--- src/hdl/gwb_pkg.sv ---
// ----------------------------------------------------------------------------
// gwb_pkg
// Types, constants and codes shared by the gray-world white balance block.
// ----------------------------------------------------------------------------
`timescale 1ns / 1ps

package gwb_pkg;

   localparam int unsigned NUM_CHAN       = 3;
   localparam int unsigned CHAN_IDX_WIDTH = 2;
   localparam int unsigned PIX_WIDTH      = 8;
   localparam int unsigned SUM_WIDTH      = 28;
   localparam int unsigned GAIN_WIDTH     = 20;
   localparam int unsigned GAIN_FRAC_BITS = 12;
   localparam int unsigned MAX_PIXELS     = 1048576;
   localparam int unsigned PROD_WIDTH     = PIX_WIDTH + GAIN_WIDTH;
   localparam int unsigned SCALED_WIDTH   = PROD_WIDTH - GAIN_FRAC_BITS;

   // restoring divider: dividend is max_sum scaled by the gain fraction
   localparam int unsigned DIV_STEPS      = SUM_WIDTH + GAIN_FRAC_BITS;
   localparam int unsigned CNT_WIDTH      = $clog2(DIV_STEPS);

   localparam longint unsigned PIX_MAX_L   = (64'd1 << PIX_WIDTH) - 64'd1;
   localparam longint unsigned FRAME_CAP   = longint'(MAX_PIXELS) * PIX_MAX_L;
   localparam longint unsigned SUM_FIELD_MAX = (64'd1 << SUM_WIDTH) - 64'd1;

   localparam logic [SUM_WIDTH-1:0] SUM_CAP =
      SUM_WIDTH'((FRAME_CAP < SUM_FIELD_MAX) ? FRAME_CAP : SUM_FIELD_MAX);
   localparam logic [GAIN_WIDTH-1:0] GAIN_MAX   = '1;
   localparam logic [GAIN_WIDTH-1:0] GAIN_UNITY = GAIN_WIDTH'(64'd1 << GAIN_FRAC_BITS);
   localparam logic [PIX_WIDTH-1:0]  PIX_MAX    = '1;

   localparam logic [CHAN_IDX_WIDTH-1:0] LAST_CHAN = CHAN_IDX_WIDTH'(NUM_CHAN - 1);

   // pass codes carried in the op field
   localparam logic OP_ACCUM = 1'b0;
   localparam logic OP_APPLY = 1'b1;

   typedef struct packed {
      logic                 op;
      logic [PIX_WIDTH-1:0] chan0;
      logic [PIX_WIDTH-1:0] chan1;
      logic [PIX_WIDTH-1:0] chan2;
      logic                 last;
   } req_type;

   typedef struct packed {
      logic [PIX_WIDTH-1:0] out0;
      logic [PIX_WIDTH-1:0] out1;
      logic [PIX_WIDTH-1:0] out2;
      logic                 out_last;
   } rsp_type;

   // controller to datapath
   typedef struct packed {
      logic                      take;
      logic                      top_latch;
      logic                      div_load;
      logic                      div_step;
      logic                      gain_store;
      logic                      sums_clear;
      logic [CHAN_IDX_WIDTH-1:0] chan;
   } cmd_type;

   // datapath to controller
   typedef struct packed {
      logic rsp_blocked;
      logic frame_end;
   } status_type;

endpackage

--- src/hdl/gwb_ctrl.sv ---
// ----------------------------------------------------------------------------
// gwb_ctrl
// Sequencer: streams pixels, then walks the gain division per channel.
// ----------------------------------------------------------------------------
`timescale 1ns / 1ps

module gwb_ctrl (
   input  logic               clock,
   input  logic               reset,
   input  logic               req_valid,
   output logic               req_ready,
   input  gwb_pkg::status_type status,
   output gwb_pkg::cmd_type    cmd
);
   import gwb_pkg::*;

   typedef enum logic [4:0] {
      ST_RUN   = 5'b00001,
      ST_MAX   = 5'b00010,
      ST_LOAD  = 5'b00100,
      ST_DIV   = 5'b01000,
      ST_STORE = 5'b10000
   } state_type;

   state_type                 state_ff, state_in;
   logic [CNT_WIDTH-1:0]      cnt_ff, cnt_in;
   logic [CHAN_IDX_WIDTH-1:0] chan_ff, chan_in;

   always_comb begin
      state_in       = state_ff;
      cnt_in         = cnt_ff;
      chan_in        = chan_ff;
      req_ready      = 1'b0;
      cmd            = '0;
      cmd.chan       = chan_ff;
      case (state_ff)
         ST_RUN: begin
            req_ready = !status.rsp_blocked;
            cmd.take  = req_valid && !status.rsp_blocked;
            if (cmd.take && status.frame_end) begin
               state_in = ST_MAX;
            end
         end
         ST_MAX: begin
            cmd.top_latch = 1'b1;
            chan_in       = '0;
            state_in      = ST_LOAD;
         end
         ST_LOAD: begin
            cmd.div_load = 1'b1;
            cnt_in       = '0;
            state_in     = ST_DIV;
         end
         ST_DIV: begin
            cmd.div_step = 1'b1;
            cnt_in       = cnt_ff + 1'b1;
            if (cnt_ff == CNT_WIDTH'(DIV_STEPS - 1)) begin
               state_in = ST_STORE;
            end
         end
         ST_STORE: begin
            cmd.gain_store = 1'b1;
            if (chan_ff == LAST_CHAN) begin
               cmd.sums_clear = 1'b1;
               state_in       = ST_RUN;
            end else begin
               chan_in  = chan_ff + 1'b1;
               state_in = ST_LOAD;
            end
         end
         default: begin
            state_in = ST_RUN;
         end
      endcase
   end

   always_ff @(posedge clock) begin
      if (reset) begin
         state_ff <= ST_RUN;
         cnt_ff   <= '0;
         chan_ff  <= '0;
      end else begin
         state_ff <= state_in;
         cnt_ff   <= cnt_in;
         chan_ff  <= chan_in;
      end
   end

endmodule

--- src/hdl/gwb_datapath.sv ---
// ----------------------------------------------------------------------------
// gwb_datapath
// Channel sums, shared bit-serial gain divider, gain registers and apply path.
// ----------------------------------------------------------------------------
`timescale 1ns / 1ps

module gwb_datapath (
   input  logic                clock,
   input  logic                reset,
   input  gwb_pkg::cmd_type    cmd,
   output gwb_pkg::status_type status,
   input  gwb_pkg::req_type    req_data,
   output logic                rsp_valid,
   input  logic                rsp_ready,
   output gwb_pkg::rsp_type    rsp_data
);
   import gwb_pkg::*;

   logic [SUM_WIDTH-1:0]  sums_ff  [NUM_CHAN];
   logic [SUM_WIDTH-1:0]  sums_in  [NUM_CHAN];
   logic [GAIN_WIDTH-1:0] gains_ff [NUM_CHAN];
   logic [GAIN_WIDTH-1:0] gains_in [NUM_CHAN];
   logic [PIX_WIDTH-1:0]  pix      [NUM_CHAN];
   logic [PIX_WIDTH-1:0]  scaled   [NUM_CHAN];

   logic [SUM_WIDTH-1:0]  top_ff, top_in;
   logic [DIV_STEPS-1:0]  num_ff, num_in;
   logic [SUM_WIDTH-1:0]  rem_ff, rem_in;
   logic [SUM_WIDTH-1:0]  divisor;
   logic [SUM_WIDTH:0]    trial;
   logic [SUM_WIDTH-1:0]  max01;
   logic [GAIN_WIDTH-1:0] gain_new;

   logic    rsp_valid_ff, rsp_valid_in;
   rsp_type rsp_ff, rsp_in;

   assign pix[0] = req_data.chan0;
   assign pix[1] = req_data.chan1;
   assign pix[2] = req_data.chan2;

   assign status.rsp_blocked = rsp_valid_ff && !rsp_ready;
   assign status.frame_end   = (req_data.op == OP_ACCUM) && req_data.last;

   assign divisor = sums_ff[cmd.chan];
   assign trial   = {rem_ff, num_ff[DIV_STEPS-1]};
   assign max01   = (sums_ff[1] > sums_ff[0]) ? sums_ff[1] : sums_ff[0];

   always_comb begin
      if (top_ff == '0) begin
         gain_new = GAIN_UNITY;
      end else if (divisor == '0) begin
         gain_new = GAIN_MAX;
      end else if (num_ff[DIV_STEPS-1:GAIN_WIDTH] != '0) begin
         gain_new = GAIN_MAX;
      end else begin
         gain_new = num_ff[GAIN_WIDTH-1:0];
      end
   end

   always_comb begin
      logic [SUM_WIDTH:0]    acc;
      logic [PROD_WIDTH-1:0] prod;
      logic [SCALED_WIDTH-1:0] shifted;
      for (int c = 0; c < NUM_CHAN; c++) begin
         acc = {1'b0, sums_ff[c]} + (SUM_WIDTH+1)'(pix[c]);
         sums_in[c]  = sums_ff[c];
         gains_in[c] = gains_ff[c];
         if (cmd.sums_clear) begin
            sums_in[c] = '0;
         end else if (cmd.take && req_data.op == OP_ACCUM) begin
            sums_in[c] = (acc > {1'b0, SUM_CAP}) ? SUM_CAP : acc[SUM_WIDTH-1:0];
         end
         if (cmd.gain_store && cmd.chan == CHAN_IDX_WIDTH'(c)) begin
            gains_in[c] = gain_new;
         end
         prod      = PROD_WIDTH'(pix[c]) * PROD_WIDTH'(gains_ff[c]);
         shifted   = prod[PROD_WIDTH-1:GAIN_FRAC_BITS];
         scaled[c] = (shifted > SCALED_WIDTH'(PIX_MAX)) ? PIX_MAX
                                                         : shifted[PIX_WIDTH-1:0];
      end
   end

   // restoring division, one quotient bit per cycle, quotient shifts into num
   always_comb begin
      top_in = top_ff;
      num_in = num_ff;
      rem_in = rem_ff;
      if (cmd.top_latch) begin
         top_in = (sums_ff[2] > max01) ? sums_ff[2] : max01;
      end
      if (cmd.div_load) begin
         num_in = {top_ff, GAIN_FRAC_BITS'(0)};
         rem_in = '0;
      end else if (cmd.div_step) begin
         if (trial >= {1'b0, divisor}) begin
            rem_in = SUM_WIDTH'(trial - {1'b0, divisor});
            num_in = {num_ff[DIV_STEPS-2:0], 1'b1};
         end else begin
            rem_in = trial[SUM_WIDTH-1:0];
            num_in = {num_ff[DIV_STEPS-2:0], 1'b0};
         end
      end
   end

   always_comb begin
      rsp_valid_in = rsp_valid_ff;
      rsp_in       = rsp_ff;
      if (cmd.take && req_data.op == OP_APPLY) begin
         rsp_valid_in    = 1'b1;
         rsp_in.out0     = scaled[0];
         rsp_in.out1     = scaled[1];
         rsp_in.out2     = scaled[2];
         rsp_in.out_last = req_data.last;
      end else if (rsp_ready) begin
         rsp_valid_in = 1'b0;
      end
   end

   always_ff @(posedge clock) begin
      if (reset) begin
         rsp_valid_ff <= 1'b0;
         for (int c = 0; c < NUM_CHAN; c++) begin
            sums_ff[c]  <= '0;
            gains_ff[c] <= GAIN_UNITY;
         end
      end else begin
         rsp_valid_ff <= rsp_valid_in;
         for (int c = 0; c < NUM_CHAN; c++) begin
            sums_ff[c]  <= sums_in[c];
            gains_ff[c] <= gains_in[c];
         end
      end
   end

   always_ff @(posedge clock) begin
      top_ff <= top_in;
      num_ff <= num_in;
      rem_ff <= rem_in;
      rsp_ff <= rsp_in;
   end

   assign rsp_valid = rsp_valid_ff;
   assign rsp_data  = rsp_ff;

endmodule

--- src/hdl/gray_world_white_balance.sv ---
// ----------------------------------------------------------------------------
// gray_world_white_balance
// Apply pixel: result registered the cycle after the transaction, one pixel
// per cycle while the output is not stalled. Accumulate pixel: one per cycle
// when not stalled, no result. After the last accumulate pixel input stalls
// for 1 max search + 3 x (load, 40 divider steps, store) on the single shared bit-serial divider.
// Synchronous reset clears the sums, sets unity gains and empties the output.
// ----------------------------------------------------------------------------
`timescale 1ns / 1ps

module gray_world_white_balance (
   input  logic             clock,
   input  logic             reset,
   input  logic             req_valid,
   output logic             req_ready,
   input  gwb_pkg::req_type req_data,
   output logic             rsp_valid,
   input  logic             rsp_ready,
   output gwb_pkg::rsp_type rsp_data
);
   import gwb_pkg::*;

   cmd_type    cmd;
   status_type status;

   gwb_ctrl u_ctrl (
      .clock     (clock),
      .reset     (reset),
      .req_valid (req_valid),
      .req_ready (req_ready),
      .status    (status),
      .cmd       (cmd)
   );

   gwb_datapath u_datapath (
      .clock     (clock),
      .reset     (reset),
      .cmd       (cmd),
      .status    (status),
      .req_data  (req_data),
      .rsp_valid (rsp_valid),
      .rsp_ready (rsp_ready),
      .rsp_data  (rsp_data)
   );

endmodule

--- config.mk ---
export PLATFORM = sky130hd
export DESIGN_NAME = gray_world_white_balance
export DESIGN_NICKNAME = d
export VERILOG_FILES = /design/src/hdl/gwb_pkg.sv /design/src/hdl/gwb_ctrl.sv /design/src/hdl/gwb_datapath.sv /design/src/hdl/gray_world_white_balance.sv
export SDC_FILE = /design/constraint.sdc
export NUM_CORES = 2
export LEC_CHECK = 0
export BUFFER_PORTS_ARGS = -buffer_cell sky130_fd_sc_hd__clkbuf_2
export CELL_PAD_IN_SITES_DETAIL_PLACEMENT = 2
export CELL_PAD_IN_SITES_GLOBAL_PLACEMENT = 2
export CORE_MARGIN = 2
export CORE_UTILIZATION = 45
export CTS_BUF_LIST = sky130_fd_sc_hd__clkbuf_2 sky130_fd_sc_hd__clkbuf_4 sky130_fd_sc_hd__clkbuf_8
export CTS_CLUSTER_DIAMETER = 80
export DETAILED_ROUTE_END_ITERATION = 16
export GPL_TIMING_DRIVEN = 1
export PLACE_DENSITY = 0.95
export SYNTH_ARGS = -nofsm -noshare
export SYNTH_HDL_FRONTEND = slang
export SYNTH_SLANG_ARGS = --single-unit
--- constraint.sdc ---
create_clock -name clock -period 21.5 [get_ports clock]
set_clock_uncertainty 0.05 [all_clocks]
set_input_delay 6.45 -clock clock [delete_from_list [all_inputs] [get_ports clock]]
set_output_delay 6.45 -clock clock [all_outputs]
set_load 0.01 [all_outputs]
==> metrics.yaml <==
area.growth.synth_to_final_pct: 7.00
num_vias: 34046
p_sw_mw: 0.741
antenna_found_initial: 10
die_h_um: 272
grt_remaining_overflow: 0
async_reset_ff_share_pct: 0
busiest_layer: "met2"
fmax_mhz: 73.4
cp-start-kind: "input pin"
leakagePower_nw: 15.5
layout_min_cycle_time_ns: 13.62
post-place-ws_ns: 8.03
slew_headroom_pct: 13.7
worstMarginPinSlew_ns: 1.29
p_int_mw: 1.13
hold_buffers: 0
hold_class: "reg -> reg"
hpwl_um: 103000
syn_nets: 4319
gr-usage-met1_pct: 47.7
nets: 4253
die-area_sq_mm: 0.0740
reg2reg_slack_ns: 14.39
clock_latency_ns: 0.78
switching_share_pct: 39.6
h-tree-depth: 2
die_width_um: 272
row_count: 98
setup_viol: 0
finalSetupTns_ns: 0
synth_area_per_cell_sq_um: 8.70
drc_errors: 0
core_sq_mm: 0.0714
via_per_inst: 7.31
start_util_pct: 45.3
io_buffers: 56
synth.distinct_cells: 93
critPathMaxFanout: 3
power_frac_clock_pct: 38.4
post_cts_buffers: 0
worstPathArrival_ns: 7.12
final_common_cell: "inv_1"
cts_sinks: 281
yosys_warnings: 0
finalHoldViolCount: 0
cp-end-kind: "output pin"
clk_path_buf_depth: 3
power.density_mw_per_mm2: 54.0
cts_buffers: 57
grt_pass1_wl_um: 244000
grt_max_degree: 63
slew_viol_final: 0
ios: 57
use_met2_pct: 73.9
root_buffer: "clkbuf_8"
path_class: "in -> out"
period_share_pct: 63.3
fin_util_pct: 48.5
setup_ws_ns: 7.88
rsz0062_at_grt: "no"
power_frac_seq_pct: 31.6
p_total_mw: 1.87
synthFlopType: "dfxtp_1"
combPwrFrac_pct: 29.9
cts_tree: "done"
synth_edf_count: 81
synth-seq-area-share_pct: 19.9
holdWs_ns: 0.478
drv_cap: 0
path_clk_slew_ns: 0.06
gp_congestion: 0.871
first_pass_iters: 6
drt_wl_total_um: 180000
first_iter_violations: 4327
synth_area_sq_mm: 0.0323
wl_per_cell_um: 38.7
irDropWorstVdd_v: 0.0000765
met3_usage_pct: 9.79
grt_usage_pct: 43.7
antenna_left: 0
ys_ff_latch: 281
drive_gt1_share_pct: 6.44
cts_resized: 0
status: "completed"
cp.required_ns: 15.00
syn_inst: 3717
grt_pass1_vias: 36766
mostFrequentLayoutCells: "inv_1, and2_1, fa_1, nand2_1, a21oi_1"
-- critical path, cell delays in order --
cell and delay [ns]:
clkbuf_2 0.09, nand2b_1 0.16, nor2b_1 0.22, clkbuf_2 0.19
-- stage by stage --
step	std cells	cell area, sq um
3_5_place_dp	4541	33200
2_1_floorplan	3717	32300
4_1_cts	4646	34500
5_1_grt	4652	34600
3_3_place_gp	4541	33200
6_report	4658	34600
-- power groups by stage --
stage / combinational, mW / clock [mW] / sequential (mW)
after floorplan: 0.329 / 0 / 0.585
after global placement: 0.434 / 0 / 0.594
after detailed placement: 0.477 / 0 / 0.597
after CTS: 0.508 / 0.698 / 0.587
after global routing: 0.572 / 0.733 / 0.590
final: 0.559 / 0.718 / 0.591
-- cell families (layout without fill, tap and decap cells) --
kind of cell / after synthesis / count (layout) / synth area share (%)
other cells: 0 / 11 / 0
simple gates: 1234 / 1234 / 20.0
flops: 281 / 281 / 19.9
compound gates: 854 / 854 / 17.8
xor+xnor: 81 / 81 / 2.19
buf+inv: 589 / 569 / 7.12
fa+ha+maj: 572 / 572 / 29.7
mux: 106 / 106 / 3.29
-- final timing paths --
kind,startpoint,end,cells past startpoint
hold / removal,u_datapath.rem_ff[21]$_SDFFE_PP0N_,u_datapath.rem_ff[21]$_SDFFE_PP0N_,2
setup reg to reg,u_datapath.gains_ff[0][49]$_SDFFE_PP0P_,u_datapath.rsp_data[4]$_SDFFCE_PN1P_,17
setup / recovery,rsp_ready,req_ready,4
hold reg to reg,u_datapath.rem_ff[21]$_SDFFE_PP0N_,u_datapath.rem_ff[21]$_SDFFE_PP0N_,2
-- area by class of cell --
cell class                 instances  area, sq um
clock inverter                    17          233
tap                              950         1190
sequential                       281         6440
inverter                         379         1420
antenna                           11         27.5
timing repair buffer              85          518
multi-input combinational       2847        23700
clock buffer                      88         1100
fill                            7700        36800
-- flip-flops by register name, indices dropped and copies added (netlist names), named ones only --
register / count
u_datapath.rsp_valid: 1
u_datapath.top_ff: 28
u_datapath.num_ff: 40
u_datapath.gains_ff: 60
u_ctrl.chan_ff: 2
u_ctrl.cnt_ff: 6
u_datapath.sums_ff: 84
u_ctrl.state_ff: 5
u_datapath.rsp_data: 25
u_datapath.rem_ff: 28
-- per-layer routing --
layer / wire (um) / share of wire [%]
met1: 61400 / 34
met2: 82600 / 46
met3: 16400 / 9.1
met4: 19800 / 11
met5: 142 / 0.079
-- Yosys cell counts (12+ instances only) --
cell	count	share of area (%)
and3_1	46	0.89
a211o_1	52	1.4
xnor2_1	53	1.4
edfxtp_1	81	7.5
o21ai_0	117	1.8
nand3_1	77	1.2
a211oi_1	25	0.58
o211ai_1	39	0.91
a31oi_1	24	0.46
nor4_1	34	0.66
buf_2	20	0.31
and2_1	345	6.7
or3_1	14	0.27
a21o_1	65	1.5
nor2_1	159	1.8
nor2b_1	22	0.43
buf_1	13	0.15
inv_1	378	4.4
nand2b_1	18	0.35
o31ai_1	27	0.63
a21oi_1	270	4.2
xor2_1	28	0.76
a32oi_1	12	0.33
fa_1	325	20
a22o_1	42	1.1
ha_1	247	9.6
mux2i_1	103	3.2
o21a_1	31	0.72
nor3_1	68	1.1
clkbuf_1	164	1.9
nand4_1	58	1.1
dfxtp_1	200	12
nand2_1	322	3.7
o22ai_1	15	0.29
Note: power is estimated with default switching activity, not from simulation.
